`src/sv/dmh_pkg.sv`:
```
// ----------------------------------------------------------------------------
// dmh_pkg
// Shared types and constants of the deadline min-heap timer queue: command
// and result words, result kinds and sequencer states.
// ----------------------------------------------------------------------------
package dmh_pkg;

  // Default configuration
  localparam int unsigned HEAP_DEPTH_DEF = 32;
  localparam int unsigned TIME_BITS_DEF  = 48;

  // Fixed field widths
  localparam int unsigned HANDLE_W = 32;
  localparam int unsigned DELAY_W  = 32;
  localparam int unsigned PEND_W   = 6;

  typedef enum logic {
    MODE_SCHED = 1'b0,
    MODE_TICK  = 1'b1
  } mode_e;

  typedef enum logic [1:0] {
    KIND_QUEUED   = 2'd0,
    KIND_DISPATCH = 2'd1,
    KIND_REJECT   = 2'd2,
    KIND_EXPIRE   = 2'd3
  } kind_e;

  typedef enum logic [2:0] {
    ST_IDLE,
    ST_UP_RD,
    ST_UP_RW,
    ST_CHECK,
    ST_POP_LAST,
    ST_DN_L,
    ST_DN_LW,
    ST_DN_RW
  } state_e;

  // Command word
  typedef struct packed {
    mode_e               mode;
    logic [HANDLE_W-1:0] job_handle;
    logic [DELAY_W-1:0]  delay;
  } dmh_req_t;

  // Result word
  typedef struct packed {
    kind_e               kind;
    logic [HANDLE_W-1:0] job_handle_out;
    logic [PEND_W-1:0]   pending;
    logic                last;
  } dmh_res_t;

  // Result word with its strobe, from the sequencer to the output register
  typedef struct packed {
    logic     valid;
    dmh_res_t res;
  } dmh_emit_t;

endpackage

```
`src/sv/dmh_ram.sv`:
```
// ----------------------------------------------------------------------------
// dmh_ram
// Generic single-write, single-read RAM with registered read data.
// ----------------------------------------------------------------------------
module dmh_ram #(
  parameter int unsigned WIDTH = 80,
  parameter int unsigned DEPTH = 32
) (
  input  logic                     clk_i,
  input  logic                     we_i,
  input  logic [$clog2(DEPTH)-1:0] waddr_i,
  input  logic [WIDTH-1:0]         wdata_i,
  input  logic [$clog2(DEPTH)-1:0] raddr_i,
  output logic [WIDTH-1:0]         rdata_o
);

  logic [WIDTH-1:0] mem_q [DEPTH];
  logic [WIDTH-1:0] rdata_q;

  // Write port and registered read port
  always_ff @(posedge clk_i) begin
    if (we_i) begin
      mem_q[waddr_i] <= wdata_i;
    end
    rdata_q <= mem_q[raddr_i];
  end

  assign rdata_o = rdata_q;

endmodule

```
`src/sv/dmh_ctrl.sv`:
```
// ----------------------------------------------------------------------------
// dmh_ctrl
// Heap sequencer: millisecond counter, heap count, root copy and the sift-up /
// sift-down walk, all driven through one shared deadline comparator.
// ----------------------------------------------------------------------------
module dmh_ctrl #(
  parameter int unsigned HEAP_DEPTH = dmh_pkg::HEAP_DEPTH_DEF,
  parameter int unsigned TIME_BITS  = dmh_pkg::TIME_BITS_DEF,
  localparam int unsigned IDX_W     = $clog2(HEAP_DEPTH),
  localparam int unsigned ENT_W     = TIME_BITS + dmh_pkg::HANDLE_W
) (
  input  logic                clk_i,
  input  logic                rst_ni,
  input  logic                start,
  output logic                busy,
  input  dmh_pkg::dmh_req_t   req_i,
  output dmh_pkg::dmh_emit_t  emit_o,
  output logic                ram_we_o,
  output logic [IDX_W-1:0]    ram_waddr_o,
  output logic [ENT_W-1:0]    ram_wdata_o,
  output logic [IDX_W-1:0]    ram_raddr_o,
  input  logic [ENT_W-1:0]    ram_rdata_i
);

  localparam int unsigned CNT_W = $clog2(HEAP_DEPTH + 1);
  localparam int unsigned CW    = IDX_W + 2;
  localparam int unsigned HW    = dmh_pkg::HANDLE_W;

  dmh_pkg::state_e   state_q, state_d;
  logic [TIME_BITS-1:0] now_q, now_d;
  logic [CNT_W-1:0]  cnt_q, cnt_d;
  logic [IDX_W-1:0]  idx_q, idx_d;
  logic [ENT_W-1:0]  x_q, x_d;
  logic [ENT_W-1:0]  best_q, best_d;
  logic [IDX_W-1:0]  best_idx_q, best_idx_d;
  logic              best_sel_q, best_sel_d;
  logic [TIME_BITS-1:0] root_dl_q, root_dl_d;
  logic [HW-1:0]     root_h_q, root_h_d;
  logic              have_q, have_d;
  logic [HW-1:0]     pop_h_q, pop_h_d;

  logic [TIME_BITS-1:0] cmp_a, cmp_b;
  logic              cmp_lt;
  logic [CW-1:0]     l_w, r_w, cnt_w;
  logic [IDX_W-1:0]  par;
  logic              due;

  // Child and parent positions of the hole
  assign l_w   = CW'({idx_q, 1'b1});
  assign r_w   = l_w + CW'(1);
  assign cnt_w = CW'(cnt_q);
  assign par   = IDX_W'((idx_q - IDX_W'(1)) >> 1);

  // Shared deadline comparator
  assign cmp_lt = cmp_a < cmp_b;
  assign due    = (cnt_q != '0) && !cmp_lt;

  // Hold control and heap walk registers
  always_ff @(posedge clk_i or negedge rst_ni) begin
    if (!rst_ni) begin
      state_q <= dmh_pkg::ST_IDLE;
      now_q   <= '0;
      cnt_q   <= '0;
      have_q  <= 1'b0;
    end else begin
      state_q <= state_d;
      now_q   <= now_d;
      cnt_q   <= cnt_d;
      have_q  <= have_d;
    end
  end

  always_ff @(posedge clk_i) begin
    idx_q      <= idx_d;
    x_q        <= x_d;
    best_q     <= best_d;
    best_idx_q <= best_idx_d;
    best_sel_q <= best_sel_d;
    root_dl_q  <= root_dl_d;
    root_h_q   <= root_h_d;
    pop_h_q    <= pop_h_d;
  end

  // Sequence schedule, tick, push and pop
  always_comb begin
    state_d    = state_q;
    now_d      = now_q;
    cnt_d      = cnt_q;
    idx_d      = idx_q;
    x_d        = x_q;
    best_d     = best_q;
    best_idx_d = best_idx_q;
    best_sel_d = best_sel_q;
    have_d     = have_q;
    pop_h_d    = pop_h_q;
    root_dl_d  = root_dl_q;
    root_h_d   = root_h_q;
    busy       = 1'b1;
    emit_o     = '0;
    ram_we_o    = 1'b0;
    ram_waddr_o = idx_q;
    ram_wdata_o = x_q;
    ram_raddr_o = '0;
    cmp_a      = x_q[ENT_W-1 -: TIME_BITS];
    cmp_b      = ram_rdata_i[ENT_W-1 -: TIME_BITS];

    case (state_q)
      dmh_pkg::ST_IDLE: begin
        busy = 1'b0;
        if (start) begin
          if (req_i.mode == dmh_pkg::MODE_SCHED) begin
            emit_o.valid              = 1'b1;
            emit_o.res.job_handle_out = req_i.job_handle;
            emit_o.res.last           = 1'b1;
            emit_o.res.pending        = dmh_pkg::PEND_W'(cnt_q);
            if (req_i.delay == '0) begin
              emit_o.res.kind = dmh_pkg::KIND_DISPATCH;
            end else if (cnt_q >= CNT_W'(HEAP_DEPTH)) begin
              emit_o.res.kind = dmh_pkg::KIND_REJECT;
            end else begin
              emit_o.res.kind    = dmh_pkg::KIND_QUEUED;
              emit_o.res.pending = dmh_pkg::PEND_W'(cnt_q + CNT_W'(1));
              cnt_d   = cnt_q + CNT_W'(1);
              x_d     = {now_q + TIME_BITS'(req_i.delay), req_i.job_handle};
              idx_d   = IDX_W'(cnt_q);
              state_d = dmh_pkg::ST_UP_RD;
            end
          end else begin
            now_d   = now_q + TIME_BITS'(1);
            state_d = dmh_pkg::ST_CHECK;
          end
        end
      end

      // Sift up: fetch the parent, or drop the new job at the root
      dmh_pkg::ST_UP_RD: begin
        if (idx_q == '0) begin
          ram_we_o = 1'b1;
          state_d  = dmh_pkg::ST_IDLE;
        end else begin
          ram_raddr_o = par;
          state_d     = dmh_pkg::ST_UP_RW;
        end
      end

      // Move the parent down while it is later than the new job
      dmh_pkg::ST_UP_RW: begin
        ram_we_o = 1'b1;
        if (cmp_lt) begin
          ram_wdata_o = ram_rdata_i;
          idx_d       = par;
          state_d     = dmh_pkg::ST_UP_RD;
        end else begin
          state_d = dmh_pkg::ST_IDLE;
        end
      end

      // Release the held job and start the next pop when the root is due
      dmh_pkg::ST_CHECK: begin
        cmp_a = now_q;
        cmp_b = root_dl_q;
        if (have_q) begin
          emit_o.valid              = 1'b1;
          emit_o.res.kind           = dmh_pkg::KIND_EXPIRE;
          emit_o.res.job_handle_out = pop_h_q;
          emit_o.res.pending        = dmh_pkg::PEND_W'(cnt_q);
          emit_o.res.last           = !due;
          have_d                    = 1'b0;
        end
        if (due) begin
          pop_h_d = root_h_q;
          have_d  = 1'b1;
          cnt_d   = cnt_q - CNT_W'(1);
          if (cnt_q == CNT_W'(1)) begin
            state_d = dmh_pkg::ST_CHECK;
          end else begin
            ram_raddr_o = IDX_W'(cnt_q - CNT_W'(1));
            state_d     = dmh_pkg::ST_POP_LAST;
          end
        end else begin
          state_d = dmh_pkg::ST_IDLE;
        end
      end

      // Take the last entry as the job to sift down from the root
      dmh_pkg::ST_POP_LAST: begin
        x_d        = ram_rdata_i;
        idx_d      = '0;
        best_sel_d = 1'b0;
        state_d    = dmh_pkg::ST_DN_L;
      end

      // Move the chosen child up, then fetch the left child or settle
      dmh_pkg::ST_DN_L: begin
        if (best_sel_q) begin
          ram_we_o    = 1'b1;
          ram_wdata_o = best_q;
          idx_d       = best_idx_q;
          best_sel_d  = 1'b0;
          state_d     = dmh_pkg::ST_DN_L;
        end else if (l_w < cnt_w) begin
          ram_raddr_o = l_w[IDX_W-1:0];
          state_d     = dmh_pkg::ST_DN_LW;
        end else begin
          ram_we_o = 1'b1;
          state_d  = dmh_pkg::ST_CHECK;
        end
      end

      // Compare the left child against the sifted job
      dmh_pkg::ST_DN_LW: begin
        cmp_a = ram_rdata_i[ENT_W-1 -: TIME_BITS];
        cmp_b = x_q[ENT_W-1 -: TIME_BITS];
        if (cmp_lt) begin
          best_d     = ram_rdata_i;
          best_idx_d = l_w[IDX_W-1:0];
          best_sel_d = 1'b1;
        end else begin
          best_d     = x_q;
          best_sel_d = 1'b0;
        end
        if (r_w < cnt_w) begin
          ram_raddr_o = r_w[IDX_W-1:0];
          state_d     = dmh_pkg::ST_DN_RW;
        end else if (cmp_lt) begin
          state_d = dmh_pkg::ST_DN_L;
        end else begin
          ram_we_o = 1'b1;
          state_d  = dmh_pkg::ST_CHECK;
        end
      end

      // Compare the right child against the best so far
      dmh_pkg::ST_DN_RW: begin
        cmp_a = ram_rdata_i[ENT_W-1 -: TIME_BITS];
        cmp_b = best_q[ENT_W-1 -: TIME_BITS];
        if (cmp_lt) begin
          best_d     = ram_rdata_i;
          best_idx_d = r_w[IDX_W-1:0];
          best_sel_d = 1'b1;
          state_d    = dmh_pkg::ST_DN_L;
        end else if (best_sel_q) begin
          state_d = dmh_pkg::ST_DN_L;
        end else begin
          ram_we_o = 1'b1;
          state_d  = dmh_pkg::ST_CHECK;
        end
      end

      default: begin
        state_d = dmh_pkg::ST_IDLE;
      end
    endcase

    // Track the root entry on every write to the top of the heap
    if (ram_we_o && (ram_waddr_o == '0)) begin
      root_dl_d = ram_wdata_o[ENT_W-1 -: TIME_BITS];
      root_h_d  = ram_wdata_o[HW-1:0];
    end
  end

  a_cnt_bound: assert property (@(posedge clk_i) disable iff (!rst_ni)
    cnt_q <= CNT_W'(HEAP_DEPTH))
    else $error("heap count beyond depth");

  a_wr_in_heap: assert property (@(posedge clk_i) disable iff (!rst_ni)
    ram_we_o |-> (CNT_W'(ram_waddr_o) < cnt_q))
    else $error("heap write outside the occupied entries");

  a_idle_clean: assert property (@(posedge clk_i) disable iff (!rst_ni)
    (state_q == dmh_pkg::ST_IDLE) |-> !have_q)
    else $error("released job left undelivered");

  a_cnt_step: assert property (@(posedge clk_i) disable iff (!rst_ni)
    (cnt_q == $past(cnt_q)) || (cnt_q == CNT_W'($past(cnt_q) + CNT_W'(1)))
    || (cnt_q == CNT_W'($past(cnt_q) - CNT_W'(1))))
    else $error("heap count jumped by more than one");

endmodule

```
`src/sv/deadline_min_heap_timer_queue_unit.sv`:
```
// ----------------------------------------------------------------------------
// deadline_min_heap_timer_queue_unit
// Delayed-job timer queue on a binary min-heap keyed by deadline.
// ----------------------------------------------------------------------------
// Usage: drive req_i and raise start; the word is taken on a clock edge with
// start high and busy low. A schedule word (mode 0) with zero delay is
// dispatched at once; otherwise the job is pushed with deadline now + delay,
// or rejected when the heap is full. A tick word (mode 1) advances the
// millisecond counter and releases every job whose deadline is at or before
// the new time, one result per job, the last one flagged.
// Each result sits on res_o for one cycle with done_o high; the receiver
// cannot hold results off, and every result must be taken when shown.
// Timing: a schedule result appears the cycle after the word is taken. A
// push then keeps busy high while it reads and compares each parent and
// writes the job into place. A tick keeps busy high while it checks the
// root and, for each released job, sifts the last entry down from the root.
// All walk steps go through the single heap RAM read port and one shared
// comparator.
// Reset: time and heap count clear at once; heap RAM needs no clearing.
// ----------------------------------------------------------------------------
module deadline_min_heap_timer_queue_unit #(
  parameter int unsigned HEAP_DEPTH = dmh_pkg::HEAP_DEPTH_DEF,
  parameter int unsigned TIME_BITS  = dmh_pkg::TIME_BITS_DEF
) (
  input  logic              clk_i,
  input  logic              rst_ni,
  input  logic              start,
  output logic              busy,
  input  dmh_pkg::dmh_req_t req_i,
  output logic              done_o,
  output dmh_pkg::dmh_res_t res_o
);

  localparam int unsigned IDX_W = $clog2(HEAP_DEPTH);
  localparam int unsigned ENT_W = TIME_BITS + dmh_pkg::HANDLE_W;

  dmh_pkg::dmh_emit_t emit;
  logic               ram_we;
  logic [IDX_W-1:0]   ram_waddr;
  logic [ENT_W-1:0]   ram_wdata;
  logic [IDX_W-1:0]   ram_raddr;
  logic [ENT_W-1:0]   ram_rdata;
  logic               done_q;
  dmh_pkg::dmh_res_t  res_q;

  dmh_ctrl #(
    .HEAP_DEPTH (HEAP_DEPTH),
    .TIME_BITS  (TIME_BITS)
  ) u_ctrl (
    .clk_i       (clk_i),
    .rst_ni      (rst_ni),
    .start       (start),
    .busy        (busy),
    .req_i       (req_i),
    .emit_o      (emit),
    .ram_we_o    (ram_we),
    .ram_waddr_o (ram_waddr),
    .ram_wdata_o (ram_wdata),
    .ram_raddr_o (ram_raddr),
    .ram_rdata_i (ram_rdata)
  );

  dmh_ram #(
    .WIDTH (ENT_W),
    .DEPTH (HEAP_DEPTH)
  ) u_heap_ram (
    .clk_i   (clk_i),
    .we_i    (ram_we),
    .waddr_i (ram_waddr),
    .wdata_i (ram_wdata),
    .raddr_i (ram_raddr),
    .rdata_o (ram_rdata)
  );

  // Register each result word for one cycle on the output
  always_ff @(posedge clk_i or negedge rst_ni) begin
    if (!rst_ni) begin
      done_q <= 1'b0;
    end else begin
      done_q <= emit.valid;
    end
  end

  always_ff @(posedge clk_i) begin
    if (emit.valid) begin
      res_q <= emit.res;
    end
  end

  assign done_o = done_q;
  assign res_o  = res_q;

endmodule

```
`config.mk`:
```
export PLATFORM = sky130hd
export DESIGN_NAME = deadline_min_heap_timer_queue_unit
export DESIGN_NICKNAME = d
export VERILOG_FILES = /design/src/sv/dmh_pkg.sv /design/src/sv/dmh_ram.sv /design/src/sv/dmh_ctrl.sv /design/src/sv/deadline_min_heap_timer_queue_unit.sv
export SDC_FILE = /design/constraint.sdc
export NUM_CORES = 2
export LEC_CHECK = 0
export ABC_CLOCK_PERIOD_IN_PS = 10650
export BUFFER_PORTS_ARGS = -buffer_cell sky130_fd_sc_hd__buf_2
export CORE_MARGIN = 2
export CORE_UTILIZATION = 50
export CTS_BUF_LIST = sky130_fd_sc_hd__clkbuf_8
export DETAILED_ROUTE_END_ITERATION = 10
export GPL_TIMING_DRIVEN = 0
export HOLD_SLACK_MARGIN = 0.03
export PLACE_DENSITY = 0.65
export SLEW_MARGIN = 5
export SYNTH_ARGS = -nofsm -noshare
export SYNTH_HDL_FRONTEND = slang
export SYNTH_HIERARCHICAL = 1
export SYNTH_SLANG_ARGS = --single-unit
```
`constraint.sdc`:
```
create_clock -name clk_i -period 10.65 [get_ports clk_i]
set_input_delay 1.5975 -clock clk_i [delete_from_list [all_inputs] [get_ports clk_i]]
set_output_delay 1.5975 -clock clk_i [all_outputs]
set_load 0.05 [all_outputs]
```
==> metrics.csv <==
stage,metric,value,unit
status,status,finished with violations,
status,violations,"max-capacitance violations, max-slew violations",
place,port_buffers,110,
worst_setup_path,crit_top_cell,clkbuf_1,
timing,fin_crit_sh,90.8,%
power,p_leak,45.8,nW
clock_network,cts-resized-gates,0,
grt,grt_max_degree,60,
grt,grt_pass1_vias,69600,
logic_synthesis,synth_top_area_cell,edfxtp_1,
clock_network,ctsHoldBuffers,0,
logic_synthesis,synth_top_area_share,70.9,%
logic_synthesis,yosysUniqueCellTypes,90,
clock_network,cts_sinks,3023,
die,fp.dieArea,248000,um^2
logic_synthesis,ys_seq_elements,3023,
cells_and_area,multi_input_area,30500,um^2
worst_setup_path,startpoint,u_ctrl/state_q[1],
timing,clock.fmax,0.103,GHz
timing,setup_viol,0,
drt,drt-initial-drc-count,9975,
drt,vias_per_cell,6.51,
clock_network,cts_max_path_buffers,4,
cells_and_area,fill_cells,18300,
worst_setup_path,start_kind,flip-flop,
die,core_area,243000,um^2
logic_synthesis,ys_seq_area_share,73.5,%
timing,hold_viol_final,0,
place,dp_hpwl,263000,um
logic_synthesis,ys_async_sr_fraction,1.95,%
place,post-place-cells,10300,
logic_synthesis,avgSynthCellArea,18.0,um^2
clock_network,htreeDepth,5,
cells_and_area,drive_gt1_share,18.4,%
worst_hold_path,holdCritStartpoint,u_ctrl/root_h_q[23],
die,rows,181,
power,power.density,328,nW/um^2
die,ios,111,
worst_setup_path,cp_cell_sequence,clkbuf_1 -> clkbuf_1 -> and2_1 -> clkbuf_1 -> clkbuf_1 -> nand2_1 -> o221ai_1 -> ha_1 -> a211o_1 -> a211oi_1 -> o211a_1 -> o211a_1 -> o211ai_2 -> a21o_1 -> buf_4 -> nand3_1 -> o211ai_1 -> buf_2 -> nor2b_1 -> and2_1 -> buf_2 -> clkbuf_1 -> a22oi_1 -> nand4_1,
grt,grt_pass1_wl,525000,um
logic_synthesis,syn_inst,6786,
clock_network,cts_tree,built,
clock_network,worstSkewPairLatency,1.17,ns
worst_setup_path,cpPeakStageDelay,1.01,ns
timing,period_minus_slack,9.67,ns
drt,drc_errors,0,
drt,vias,72400,
worst_setup_path,critical_path_class,flip-flop to flip-flop,
logic_synthesis,synth-edff-count,2884,
clock_network,postCtsSetupRepairBufs,0,
logic_synthesis,synth_area,122000,um^2
worst_setup_path,slowest_stage,clkbuf_1,
drt,postRouteAntennaNets,0,
worst_setup_path,r2r_start,u_ctrl/state_q[1],
worst_setup_path,critPathRequiredTime,11.62,ns
die,die_y,498,um
grt,overflow,0,
place,routabilityCongestion,0.892,
timing,worst_pin_slew,1.55,ns
clock_network,cts_buffers,480,
logic_synthesis,yosys_warnings,6,
worst_setup_path,cp.arrival,10.64,ns
worst_setup_path,worstPathMaxFanout,10,
drt,wl_per_cell,34.1,um
logic_synthesis,syn_nets,6952,
power,ir_drop,0.260,mV
clock_network,cts_root_buf,clkbuf_8,
die,initial_core_util,50.2,%
cells_and_area,area_growth,13.9,%
die,die_w,498,um
cells_and_area,regArea,89700,um^2
logic_synthesis,synthTopCellsByArea,"edfxtp_1, mux4_2, mux2i_1, a22oi_1, a22o_1",
worst_hold_path,hp-class,flip-flop to flip-flop,
timing,finalMaxSlewViolations,18,
cells_and_area,nets,7707,
grt,grt_antenna_before_repair,23,
drt,drt-pass1-iter-count,8,
clock_network,cts.clk_slew.worst_paths,0.06,ns
cells_and_area,fin_cells,11100,
worst_setup_path,critPathCaptureType,flip-flop,
drt,wirelength,379000,um
grt,grtUsageTotal,30.1,%
timing,skew,0.107,ns
flow_run,max_cap_viol_count,2,
logic_synthesis,synth_ff_type,edfxtp_1,
worst_setup_path,reg2reg_setup_slack,0.98,ns
timing,max_slew_margin,-4.16,%
timing,grt_setup_unrepaired,no,
timing,timing.setup.tns,0,ns
-- cells by family after synthesis --
group / Yosys count / share of synthesized area [%]
flip-flops: 3023 / 73.5
AO/OA/AOI/OAI: 1208 / 7.42
multiplexers: 1092 / 12.3
AND/OR/NAND/NOR: 826 / 3.29
buffers and inverters: 440 / 1.79
XOR/XNOR: 99 / 0.710
adder cells (fa/ha/maj): 98 / 1.01
-- Yosys cell counts, types with 95 or more instances --
library cell / n
edfxtp_1: 2884
clkbuf_1: 192
a22oi_1: 433
nand2_1: 273
ha_1: 97
buf_2: 129
a21oi_1: 104
nand3_1: 193
a22o_1: 253
mux2i_1: 690
mux4_2: 320
a21o_1: 95
nor2_1: 137
-- critical path, delay by kind of cell, from the launching register on --
kind | cells | cell delay (ns)
adders and majority gates | 1 | 0.32
buffers and inverters | 8 | 3.88
AOI/OAI and AO/OA | 9 | 2.23
and+or+nand+nor | 6 | 2.55
DFF | 1 | 0.48
-- power breakdown --
part           total [mW]  internal [mW]  switching [mW]
clock network        9.23           4.75            4.48
registers            16.9           16.3           0.643
logic                19.4           6.24            13.2
total                45.6           27.3            18.3
-- sequential cells by signal, indices dropped and copies added, names as in the netlist, 32 cells and up --
register / flops
u_ctrl/x_q: 80
u_ctrl/best_q: 80
u_ctrl/root_h_q: 32
u_ctrl/pop_h_q: 32
u_heap_ram/mem_q: 2560
u_ctrl/root_dl_q: 48
u_ctrl/now_q: 48
u_heap_ram/rdata_o: 80
res_o: 41
-- cell type report --
type / instances / area share (%)
Clock buffer: 521 / 5.16
Clock inverter: 332 / 1.19
Sequential cell: 3023 / 64.5
Multi-Input combinational cell: 3323 / 21.9
Buffer: 412 / 1.51
Inverter: 28 / 0.0756
Antenna cell: 10 / 0.0180
Tap cell: 3202 / 2.88
Timing Repair Buffer: 273 / 2.76
-- final timing paths --
check                                    endpoint  cells past startpoint
setup / recovery           u_heap_ram/rdata_o[50]                     24
hold / removal                 u_ctrl/pop_h_q[23]                      0
setup reg to reg           u_heap_ram/rdata_o[50]                     24
hold reg to reg                u_ctrl/pop_h_q[23]                      0
max in group asynchronous         u_ctrl/cnt_q[3]                      1
min in group asynchronous        u_ctrl/now_q[26]                      1
-- metal layers --
metal / part of all wire, % / wire length, um / vias to the layer above / GRT usage [%]
met2: 45 / 170000 / 4647 / 45.2
li1: - / - / 29400 / -
met3: 11 / 42700 / 737 / 6.68
met5: 0.0055 / 21 / - / 0
met4: 4.2 / 16100 / 4 / 12.2
met1: 40 / 151000 / 37600 / 42.9
-- cells in the final DEF (no fill, tap or decap), types with 113 or more instances in the layout --
| master | n |
|---|---|
| mux2i_1 | 690 |
| inv_1 | 189 |
| mux4_2 | 320 |
| clkbuf_8 | 521 |
| nand3_1 | 193 |
| edfxtp_1 | 2884 |
| clkbuf_1 | 180 |
| buf_2 | 243 |
| nand2_1 | 272 |
| buf_12 | 128 |
| a22o_1 | 253 |
| a22oi_1 | 433 |
| clkinv_1 | 113 |
-- stage by stage --
stage / worst slack, ns / hold WS [ns] / util (%) / area, um^2 / power, mW
CTS: 1.11 / 0.415 / 57.2 / 139000 / 45.4
finish: 0.981 / 0.418 / 57.2 / 139000 / 45.6
global route: 0.945 / 0.423 / 57.2 / 139000 / 47.0
global placement: -4.67 / 0.401 / 52.1 / 127000 / 35.8
detailed placement: 1.07 / 0.406 / 53.6 / 130000 / 36.2
floorplan: 2.07 / 0.400 / - / 122000 / 28.3
Power figures use the tool's default switching activity.
